<file path="config.mk">
export PLATFORM = sky130hd
export DESIGN_NAME = riot_ram_interval_timer_top
export DESIGN_NICKNAME = d
export VERILOG_FILES = /design/src/design/rit_pkg.sv /design/src/design/rit_ram.sv /design/src/design/rit_timer.sv /design/src/design/riot_ram_interval_timer_top.sv
export VERILOG_INCLUDE_DIRS = /design/src /design/src/design
export SDC_FILE = /design/constraint.sdc
export NUM_CORES = 1
export LEC_CHECK = 0
export BUFFER_PORTS_ARGS = -buffer_cell sky130_fd_sc_hd__clkbuf_2
export CAP_MARGIN = 30
export CORE_MARGIN = 4
export CORE_UTILIZATION = 35
export CTS_CLUSTER_DIAMETER = 80
export DETAILED_ROUTE_END_ITERATION = 6
export PLACE_DENSITY = 0.54
export REMOVE_ABC_BUFFERS = 1
export SLEW_MARGIN = 20
export SYNTH_ARGS = -nofsm -noshare
export SYNTH_HDL_FRONTEND = slang
export SYNTH_SLANG_ARGS = --single-unit
</file>
<file path="constraint.sdc">
create_clock -name i_clk -period 3.3 [get_ports i_clk]
set_input_delay 0.165 -clock i_clk [delete_from_list [all_inputs] [get_ports i_clk]]
set_output_delay 0.165 -clock i_clk [all_outputs]
set_load 0.01 [all_outputs]
</file>
<file path="src/design/riot_ram_interval_timer_top_macros.svh">
// ----------------------------------------------------------------------------
// RIOT timer assertion macros
// Shared concurrent assertion helpers, disabled while reset is held.
// ----------------------------------------------------------------------------
`ifndef RIOT_RAM_INTERVAL_TIMER_TOP_MACROS_SVH
`define RIOT_RAM_INTERVAL_TIMER_TOP_MACROS_SVH

// Implication checked on every clock edge outside reset.
`define RIT_ASSERT(label, clk, rst_n, prop, msg) \
    label: assert property (@(posedge clk) disable iff (!rst_n) (prop)) else $error(msg);

// Same check, named for properties that compare against the previous cycle.
`define RIT_ASSERT_NEXT(label, clk, rst_n, ante, cons, msg) \
    label: assert property (@(posedge clk) disable iff (!rst_n) (ante) |=> (cons)) \
        else $error(msg);

`endif

</file>
<file path="src/design/rit_pkg.sv">
// ----------------------------------------------------------------------------
// RIOT timer package
// Shared types, codes and constants of the RAM and interval timer block.
// ----------------------------------------------------------------------------
package rit_pkg;

    localparam int RAM_DEPTH   = 128;   // power of two, 16..256
    localparam int RAM_AW      = $clog2(RAM_DEPTH);
    localparam int DATA_W      = 8;
    localparam int INTERVAL_W  = 11;

    typedef enum logic [1:0] {
        OP_TICK  = 2'd0,
        OP_READ  = 2'd1,
        OP_WRITE = 2'd2
    } t_op;

    typedef enum logic [1:0] {
        ST_OK        = 2'd0,
        ST_BAD_READ  = 2'd1,
        ST_BAD_WRITE = 2'd2
    } t_status;

    localparam logic [7:0] ADDR_READ_MASK = 8'hF7;  // bit 3 ignored on reads
    localparam logic [7:0] ADDR_SWITCH    = 8'h82;
    localparam logic [7:0] ADDR_TIMER     = 8'h84;
    localparam logic [7:0] ADDR_FLAGS     = 8'h85;
    localparam logic [7:0] SWITCH_VALUE   = 8'h0B;

    typedef struct packed {
        logic [DATA_W-1:0] rdata;
        t_status           status;
    } t_port_rsp;

    // Prescale lengths selected by write address bits [1:0].
    function automatic logic [INTERVAL_W-1:0] prescale_len(input logic [1:0] sel);
        logic [INTERVAL_W-1:0] len;
        case (sel)
            2'd0:    len = INTERVAL_W'(1);
            2'd1:    len = INTERVAL_W'(8);
            2'd2:    len = INTERVAL_W'(64);
            default: len = INTERVAL_W'(1024);
        endcase
        return len;
    endfunction

endpackage

</file>
<file path="src/design/rit_ram.sv">
// ----------------------------------------------------------------------------
// RIOT timer generic RAM
// Single write port, single read port, read data registered on read enable.
// ----------------------------------------------------------------------------
module rit_ram #(
    parameter int WIDTH = 8,
    parameter int DEPTH = 128
) (
    input  logic                     i_clk,
    input  logic                     i_we,
    input  logic [$clog2(DEPTH)-1:0] i_waddr,
    input  logic [WIDTH-1:0]         i_wdata,
    input  logic                     i_re,
    input  logic [$clog2(DEPTH)-1:0] i_raddr,
    output logic [WIDTH-1:0]         o_rdata
);

    logic [WIDTH-1:0] r_mem [DEPTH];
    logic [WIDTH-1:0] r_rdata;

    always_ff @(posedge i_clk) begin
        if (i_we) begin
            r_mem[i_waddr] <= i_wdata;
        end
        if (i_re) begin
            r_rdata <= r_mem[i_raddr];
        end
    end

    assign o_rdata = r_rdata;

endmodule

</file>
<file path="src/design/rit_timer.sv">
// ----------------------------------------------------------------------------
// RIOT timer port logic
// Interval timer, prescaler, flags and the I/O port decode of one request.
// ----------------------------------------------------------------------------
module rit_timer
    import rit_pkg::*;
(
    input  logic              i_clk,
    input  logic              i_rst_n,
    input  logic              i_accept,
    input  logic [1:0]        i_op,
    input  logic              i_ram_select,
    input  logic [7:0]        i_addr,
    input  logic [7:0]        i_write_data,
    output t_port_rsp         o_rsp
);

    logic [7:0]            r_tv,    n_tv;
    logic [1:0]            r_flags, n_flags;   // {bit 7, bit 6}
    logic [INTERVAL_W-1:0] r_pc,    n_pc;
    logic [INTERVAL_W-1:0] r_ai,    n_ai;
    logic [INTERVAL_W-1:0] r_pi,    n_pi;
    logic [INTERVAL_W-1:0] pc_dec;
    logic [INTERVAL_W-1:0] len;
    logic                  step;

    always_comb begin
        n_tv    = r_tv;
        n_flags = r_flags;
        n_pc    = r_pc;
        n_ai    = r_ai;
        n_pi    = r_pi;
        o_rsp   = '{rdata: '0, status: ST_OK};
        step    = 1'b0;
        pc_dec  = r_pc - INTERVAL_W'(1);
        len     = prescale_len(i_addr[1:0]);

        if (i_accept) begin
            case (i_op)
                OP_TICK: begin
                    n_pc = pc_dec;
                    step = (pc_dec == '0);
                end
                OP_READ: begin
                    if (!i_ram_select) begin
                        unique case (i_addr & ADDR_READ_MASK)
                            ADDR_SWITCH: o_rsp.rdata = SWITCH_VALUE;
                            ADDR_TIMER: begin
                                o_rsp.rdata = r_tv;
                                // leaving the one-tick interval after underflow
                                if (r_ai == INTERVAL_W'(1)) begin
                                    n_pc = r_pi;
                                    n_ai = r_pi;
                                end
                            end
                            ADDR_FLAGS: begin
                                o_rsp.rdata = {r_flags, 6'b0};
                                n_flags[0]  = 1'b0;
                            end
                            default: o_rsp.status = ST_BAD_READ;
                        endcase
                    end
                end
                OP_WRITE: begin
                    if (!i_ram_select) begin
                        if (i_addr[2]) begin
                            n_tv       = i_write_data;
                            n_pc       = len;
                            n_ai       = len;
                            n_pi       = len;
                            n_flags[1] = 1'b0;
                            step       = 1'b1;
                        end else begin
                            o_rsp.status = ST_BAD_WRITE;
                        end
                    end
                end
                default: ;
            endcase
        end

        // timer step: underflow drops to a one-tick interval
        if (step) begin
            if (n_tv == '0) begin
                n_flags = 2'b11;
                n_ai    = INTERVAL_W'(1);
                n_pc    = INTERVAL_W'(1);
            end else begin
                n_pc    = n_ai;
            end
            n_tv = n_tv - 8'd1;
        end
    end

    always_ff @(posedge i_clk) begin
        if (!i_rst_n) begin
            r_tv    <= '0;
            r_flags <= '0;
            r_pc    <= INTERVAL_W'(1024);
            r_ai    <= INTERVAL_W'(1024);
            r_pi    <= INTERVAL_W'(1024);
        end else begin
            r_tv    <= n_tv;
            r_flags <= n_flags;
            r_pc    <= n_pc;
            r_ai    <= n_ai;
            r_pi    <= n_pi;
        end
    end

endmodule

</file>
<file path="src/design/riot_ram_interval_timer_top.sv">
// ----------------------------------------------------------------------------
// RIOT RAM and interval timer
// Bus-side model of a RAM, switch port and interval timer chip.
// ----------------------------------------------------------------------------
// Each request on the slave stream is a clock tick, a bus read or a bus write
// and yields exactly one response on the master stream, in order. A new
// request is taken every cycle while stage 1 is empty or drains; the response
// passes through stage 1, which waits on the registered read of the RAM, and
// then the output register. Timer, prescaler and flags update in the cycle of
// the accept, so back-to-back requests see each other's effects at once. RAM entries read
// before being written return undefined data. RAM_DEPTH must be a power of
// two; the RAM index is the low address bits.
// ----------------------------------------------------------------------------
`include "riot_ram_interval_timer_top_macros.svh"

module riot_ram_interval_timer_top
    import rit_pkg::*;
(
    input  logic        i_clk,
    input  logic        i_rst_n,
    input  logic        s_axis_tvalid,
    output logic        s_axis_tready,
    input  logic [15:0] s_axis_tdata,   // [7:0] addr, [15:8] write_data
    input  logic [2:0]  s_axis_tuser,   // [1:0] op, [2] ram_select
    output logic        m_axis_tvalid,
    input  logic        m_axis_tready,
    output logic [7:0]  m_axis_tdata,   // [7:0] read_data
    output logic [1:0]  m_axis_tuser    // [1:0] status
);

    logic [1:0]       in_op;
    logic             in_ram_sel;
    logic [7:0]       in_addr;
    logic [7:0]       in_wdata;
    logic             accept;
    logic             ram_re;
    logic             ram_we;
    logic [7:0]       ram_rdata;
    t_port_rsp        port_rsp;

    // stage 1: waits on RAM read data
    logic             r_s1_valid;
    logic             r_s1_ram_rd;
    t_port_rsp        r_s1_rsp;
    logic             s1_move;

    // output register
    logic             r_out_valid;
    t_port_rsp        r_out_rsp;

    assign in_op      = s_axis_tuser[1:0];
    assign in_ram_sel = s_axis_tuser[2];
    assign in_addr    = s_axis_tdata[7:0];
    assign in_wdata   = s_axis_tdata[15:8];

    // stage 1 drains into the output register when that is free or taken;
    // no request is taken while reset is held
    assign s1_move       = r_s1_valid && (!r_out_valid || m_axis_tready);
    assign s_axis_tready = i_rst_n && (!r_s1_valid || s1_move);
    assign accept        = s_axis_tvalid && s_axis_tready;

    assign ram_re = accept && in_ram_sel && (in_op == OP_READ);
    assign ram_we = accept && in_ram_sel && (in_op == OP_WRITE);

    // RAM read data holds while stage 1 stalls, since reads only fire on accept
    rit_ram #(
        .WIDTH (DATA_W),
        .DEPTH (RAM_DEPTH)
    ) u_ram (
        .i_clk   (i_clk),
        .i_we    (ram_we),
        .i_waddr (in_addr[RAM_AW-1:0]),
        .i_wdata (in_wdata),
        .i_re    (ram_re),
        .i_raddr (in_addr[RAM_AW-1:0]),
        .o_rdata (ram_rdata)
    );

    rit_timer u_timer (
        .i_clk        (i_clk),
        .i_rst_n      (i_rst_n),
        .i_accept     (accept),
        .i_op         (in_op),
        .i_ram_select (in_ram_sel),
        .i_addr       (in_addr),
        .i_write_data (in_wdata),
        .o_rsp        (port_rsp)
    );

    always_ff @(posedge i_clk) begin
        if (!i_rst_n) begin
            r_s1_valid <= 1'b0;
        end else if (accept) begin
            r_s1_valid <= 1'b1;
        end else if (s1_move) begin
            r_s1_valid <= 1'b0;
        end
    end

    always_ff @(posedge i_clk) begin
        if (accept) begin
            r_s1_rsp    <= port_rsp;
            r_s1_ram_rd <= ram_re;
        end
    end

    always_ff @(posedge i_clk) begin
        if (!i_rst_n) begin
            r_out_valid <= 1'b0;
        end else if (s1_move) begin
            r_out_valid <= 1'b1;
        end else if (m_axis_tready) begin
            r_out_valid <= 1'b0;
        end
    end

    always_ff @(posedge i_clk) begin
        if (s1_move) begin
            r_out_rsp.rdata  <= r_s1_ram_rd ? ram_rdata : r_s1_rsp.rdata;
            r_out_rsp.status <= r_s1_rsp.status;
        end
    end

    assign m_axis_tvalid = r_out_valid;
    assign m_axis_tdata  = r_out_rsp.rdata;
    assign m_axis_tuser  = r_out_rsp.status;

    // a full pipeline with a stalled output must refuse new requests
    `RIT_ASSERT(a_stall_blocks_input, i_clk, i_rst_n,
        (r_s1_valid && r_out_valid && !m_axis_tready) |-> !s_axis_tready,
        "request accepted while pipeline is full")
    // every accepted request occupies stage 1 in the next cycle
    `RIT_ASSERT_NEXT(a_accept_fills_s1, i_clk, i_rst_n, accept, r_s1_valid,
        "accepted request lost before stage 1")
    // status code three is never produced
    `RIT_ASSERT(a_status_legal, i_clk, i_rst_n,
        m_axis_tvalid |-> (m_axis_tuser != 2'd3),
        "illegal status code on response")

endmodule
</file>
==> results_dict.tcl <==
set metrics [dict create \
    grt_pass1_vias 22400 \
    p_sw_frac 0.213 \
    crit_family "simple AND/OR/NAND/NOR gates" \
    final_cells 4076 \
    synth_edf_count 1053 \
    grt_start_max_net_pins 130 \
    finalMaxSlewViolations 0 \
    fillers 10700 \
    grt_pass1_wl_mm 160 \
    drtIter0Drc 2083 \
    cts_buffers 113 \
    yosys.area.top_type_share 0.734 \
    synth-async-reset-ratio 0 \
    critPathMaxFanout 11 \
    io_pins 35 \
    critPathSlowestCell "a2111oi_1" \
    initial_utilization 0.353 \
    cts-root-buf "clkbuf_16" \
    synth_cells 2060 \
    synth_seq_cells 1091 \
    power_leakage_nw 16.2 \
    skew_ps 30.4 \
    status "finished, final reports clean" \
    dp_hpwl_mm 70.0 \
    place_area_sq_um 47000 \
    clock.fmax_mhz 324 \
    clock_insertion_delay_worst_skew_ps 690 \
    grt_usage 0.167 \
    clk_pin_slew_ps 60 \
    hold_viol 0 \
    p_switching_mw 6.26 \
    tritoncts "done" \
    power_frac_seq 0.518 \
    drt-total-wl_mm 109 \
    worstMarginPinSlew_ps 936 \
    std_cell_rows 128 \
    drc 0 \
    synth.area.top_cells "edfxtp_1 (73%), mux4_2 (16%), dfxtp_1 (1.8%)" \
    p_int_mw 23.2 \
    setup_viol 0 \
    worstPathRequired_ps 3880 \
    worstPathCellList "inv_1 > ha_1 > nor2_1 > nand3_1 > a2111oi_1 > nand3_2 > nand2_1 > o31ai_1 > a32o_1" \
    route.vias.total 21500 \
    synth.most_common_cell "edfxtp_1" \
    syn-cell-area_sq_um 43100 \
    crit_type "reg2reg" \
    clk_path_buf_depth 3 \
    core_area_sq_um 122000 \
    yosys-top-cells-count "edfxtp_1 (1,053), mux4_2 (315), nor2_1 (186)" \
    stdcell_area_sq_um 50800 \
    period_minus_slack_ps 3090 \
    vdd_drop_max_mv 0.485 \
    multiInputGateArea_sq_um 10200 \
    die-area_sq_um 129000 \
    crit_path_end_kind "register" \
    power.density_nw_per_um2 579 \
    synth_cell_types 74 \
    relSlewSlack 0.376 \
    yosysWarnings 0 \
    dr.pass1.iters 7 \
    ys_seq_area_frac 0.751 \
    min_period_over_period 0.936 \
    crit_arrival_ps 3670 \
    seqCellArea_sq_um 32400 \
    gp_congestion 0.811 \
    fin_nets 2384 \
    rsz0062_at_grt "no" \
    cts.sinks 1091 \
    cts_resized 0 \
    p_clk_frac 0.427 \
    die_height_um 359 \
    max_stage_delay_ps 580 \
    grt_antenna_before_repair 4 \
    area_delta_synth_final_pct 17.8 \
    avgSynthCellArea_sq_um 20.9 \
    htree_levels 3 \
    synth_top_area_cell "edfxtp_1" \
    hold_buffers 10 \
    fin_util 0.416 \
    synthFlopType "edfxtp_1" \
    finalSetupTns_ps 0 \
    maxCapViolations 0 \
    port_buffers 34 \
    dp_cells 3852 \
    postCtsSetupRepairBufs 0 \
    grt_overflow_total 0 \
    worstSetupStartpointType "register" \
    fp.dieW_um 359 \
    wl_per_cell_um 26.8 \
    power_mw 29.4 \
    crit_buf_inv 1 \
    viasPerCell 5.29 \
    layout-drive-gt1-share 0.318 \
    power.share.combinational 0.055 \
    drtAntennaViolNets 0 \
    hold_path_class "in2reg" \
]
## final timing paths
check / endpoint / slack (ps) / cells past startpoint / startpoint
min: u_timer.r_tv[0] / 110 / 5 / s_axis_tdata[8]
max: u_timer.r_pc[5] / 210 / 9 / u_timer.r_pc[1]
max reg2reg: u_timer.r_pc[5] / 210 / 9 / u_timer.r_pc[1]
min reg2reg: m_axis_tuser[0] / 420 / 0 / r_s1_rsp[0]
## final cells by class
class	count	area share
multi-input cells	841	0.200
repair buffers	289	0.0486
clock buffers	145	0.0601
well taps	1625	0.0400
flip-flops and latches	1091	0.638
inverters	18	0.00138
clock inverters	63	0.0117
diodes	4	0.000197
## power by group through the flow
| stage | Sequential, mW | Clock [mW] | Combinational [mW] |
|---|---|---|---|
| 3_5_place_dp | 15.5 | 0 | 1.63 |
| 3_3_place_gp | 15.5 | 0 | 1.60 |
| 5_1_grt | 15.2 | 13.4 | 1.73 |
| 2_1_floorplan | 15.5 | 0 | 0.712 |
| 4_1_cts | 15.2 | 12.8 | 1.64 |
| 6_report | 15.2 | 12.6 | 1.62 |
## logic make-up after synthesis
logic type	synth area share
buf+inv	0.0132
compound gates	0.0194
simple gates	0.0358
xor+xnor	0.00224
flops	0.751
mux	0.176
fa+ha+maj	0.00203
## metal layers
layer	wire, um	global-route usage
met2	52800	0.269
met5	0	0
met1	48000	0.242
met4	2050	0.0354
met3	6260	0.0277
## sequential cells by signal, indices dropped and copies added, names as in the netlist, 2 cells and up
| name | flops |
|---|---|
| u_timer.r_tv | 8 |
| u_timer.r_pc | 11 |
| m_axis_tdata | 8 |
| u_timer.r_ai | 11 |
| u_ram.r_mem | 1024 |
| u_timer.r_flags | 2 |
| r_s1_rsp | 10 |
| m_axis_tuser | 2 |
| u_ram.o_rdata | 8 |
| u_timer.r_pi | 4 |
## cells in the final DEF (no fill, tap or decap), drive strengths merged, types with 7 or more instances in the layout
cell type / n
edfxtp: 1053
mux4: 315
buf: 255
nor2: 186
clkbuf: 169
nand2: 70
clkinv: 48
dfxtp: 38
mux2i: 37
a21oi: 33
inv: 22
o21ai: 18
nand3: 15
nor3: 15
mux2: 11
bufinv: 10
dlygate4sd3: 10
o221ai: 9
xor2: 8
and2: 8
nand2b: 7
ha: 7
## tightest hold or removal path, cell delays in order
cell and delay [ps]:
buf_4 170, mux2i_1 120, buf_4 150, nand2_1 50, a21oi_1 60
## through the flow
stage	hold WS [ps]	worst slack [ps]
after floorplan	227	-217
after global placement	417	80.5
after detailed placement	415	37.3
after CTS	41.2	213
after global routing	97.2	33.0
final	109	210
Power figures use the tool's default switching activity.
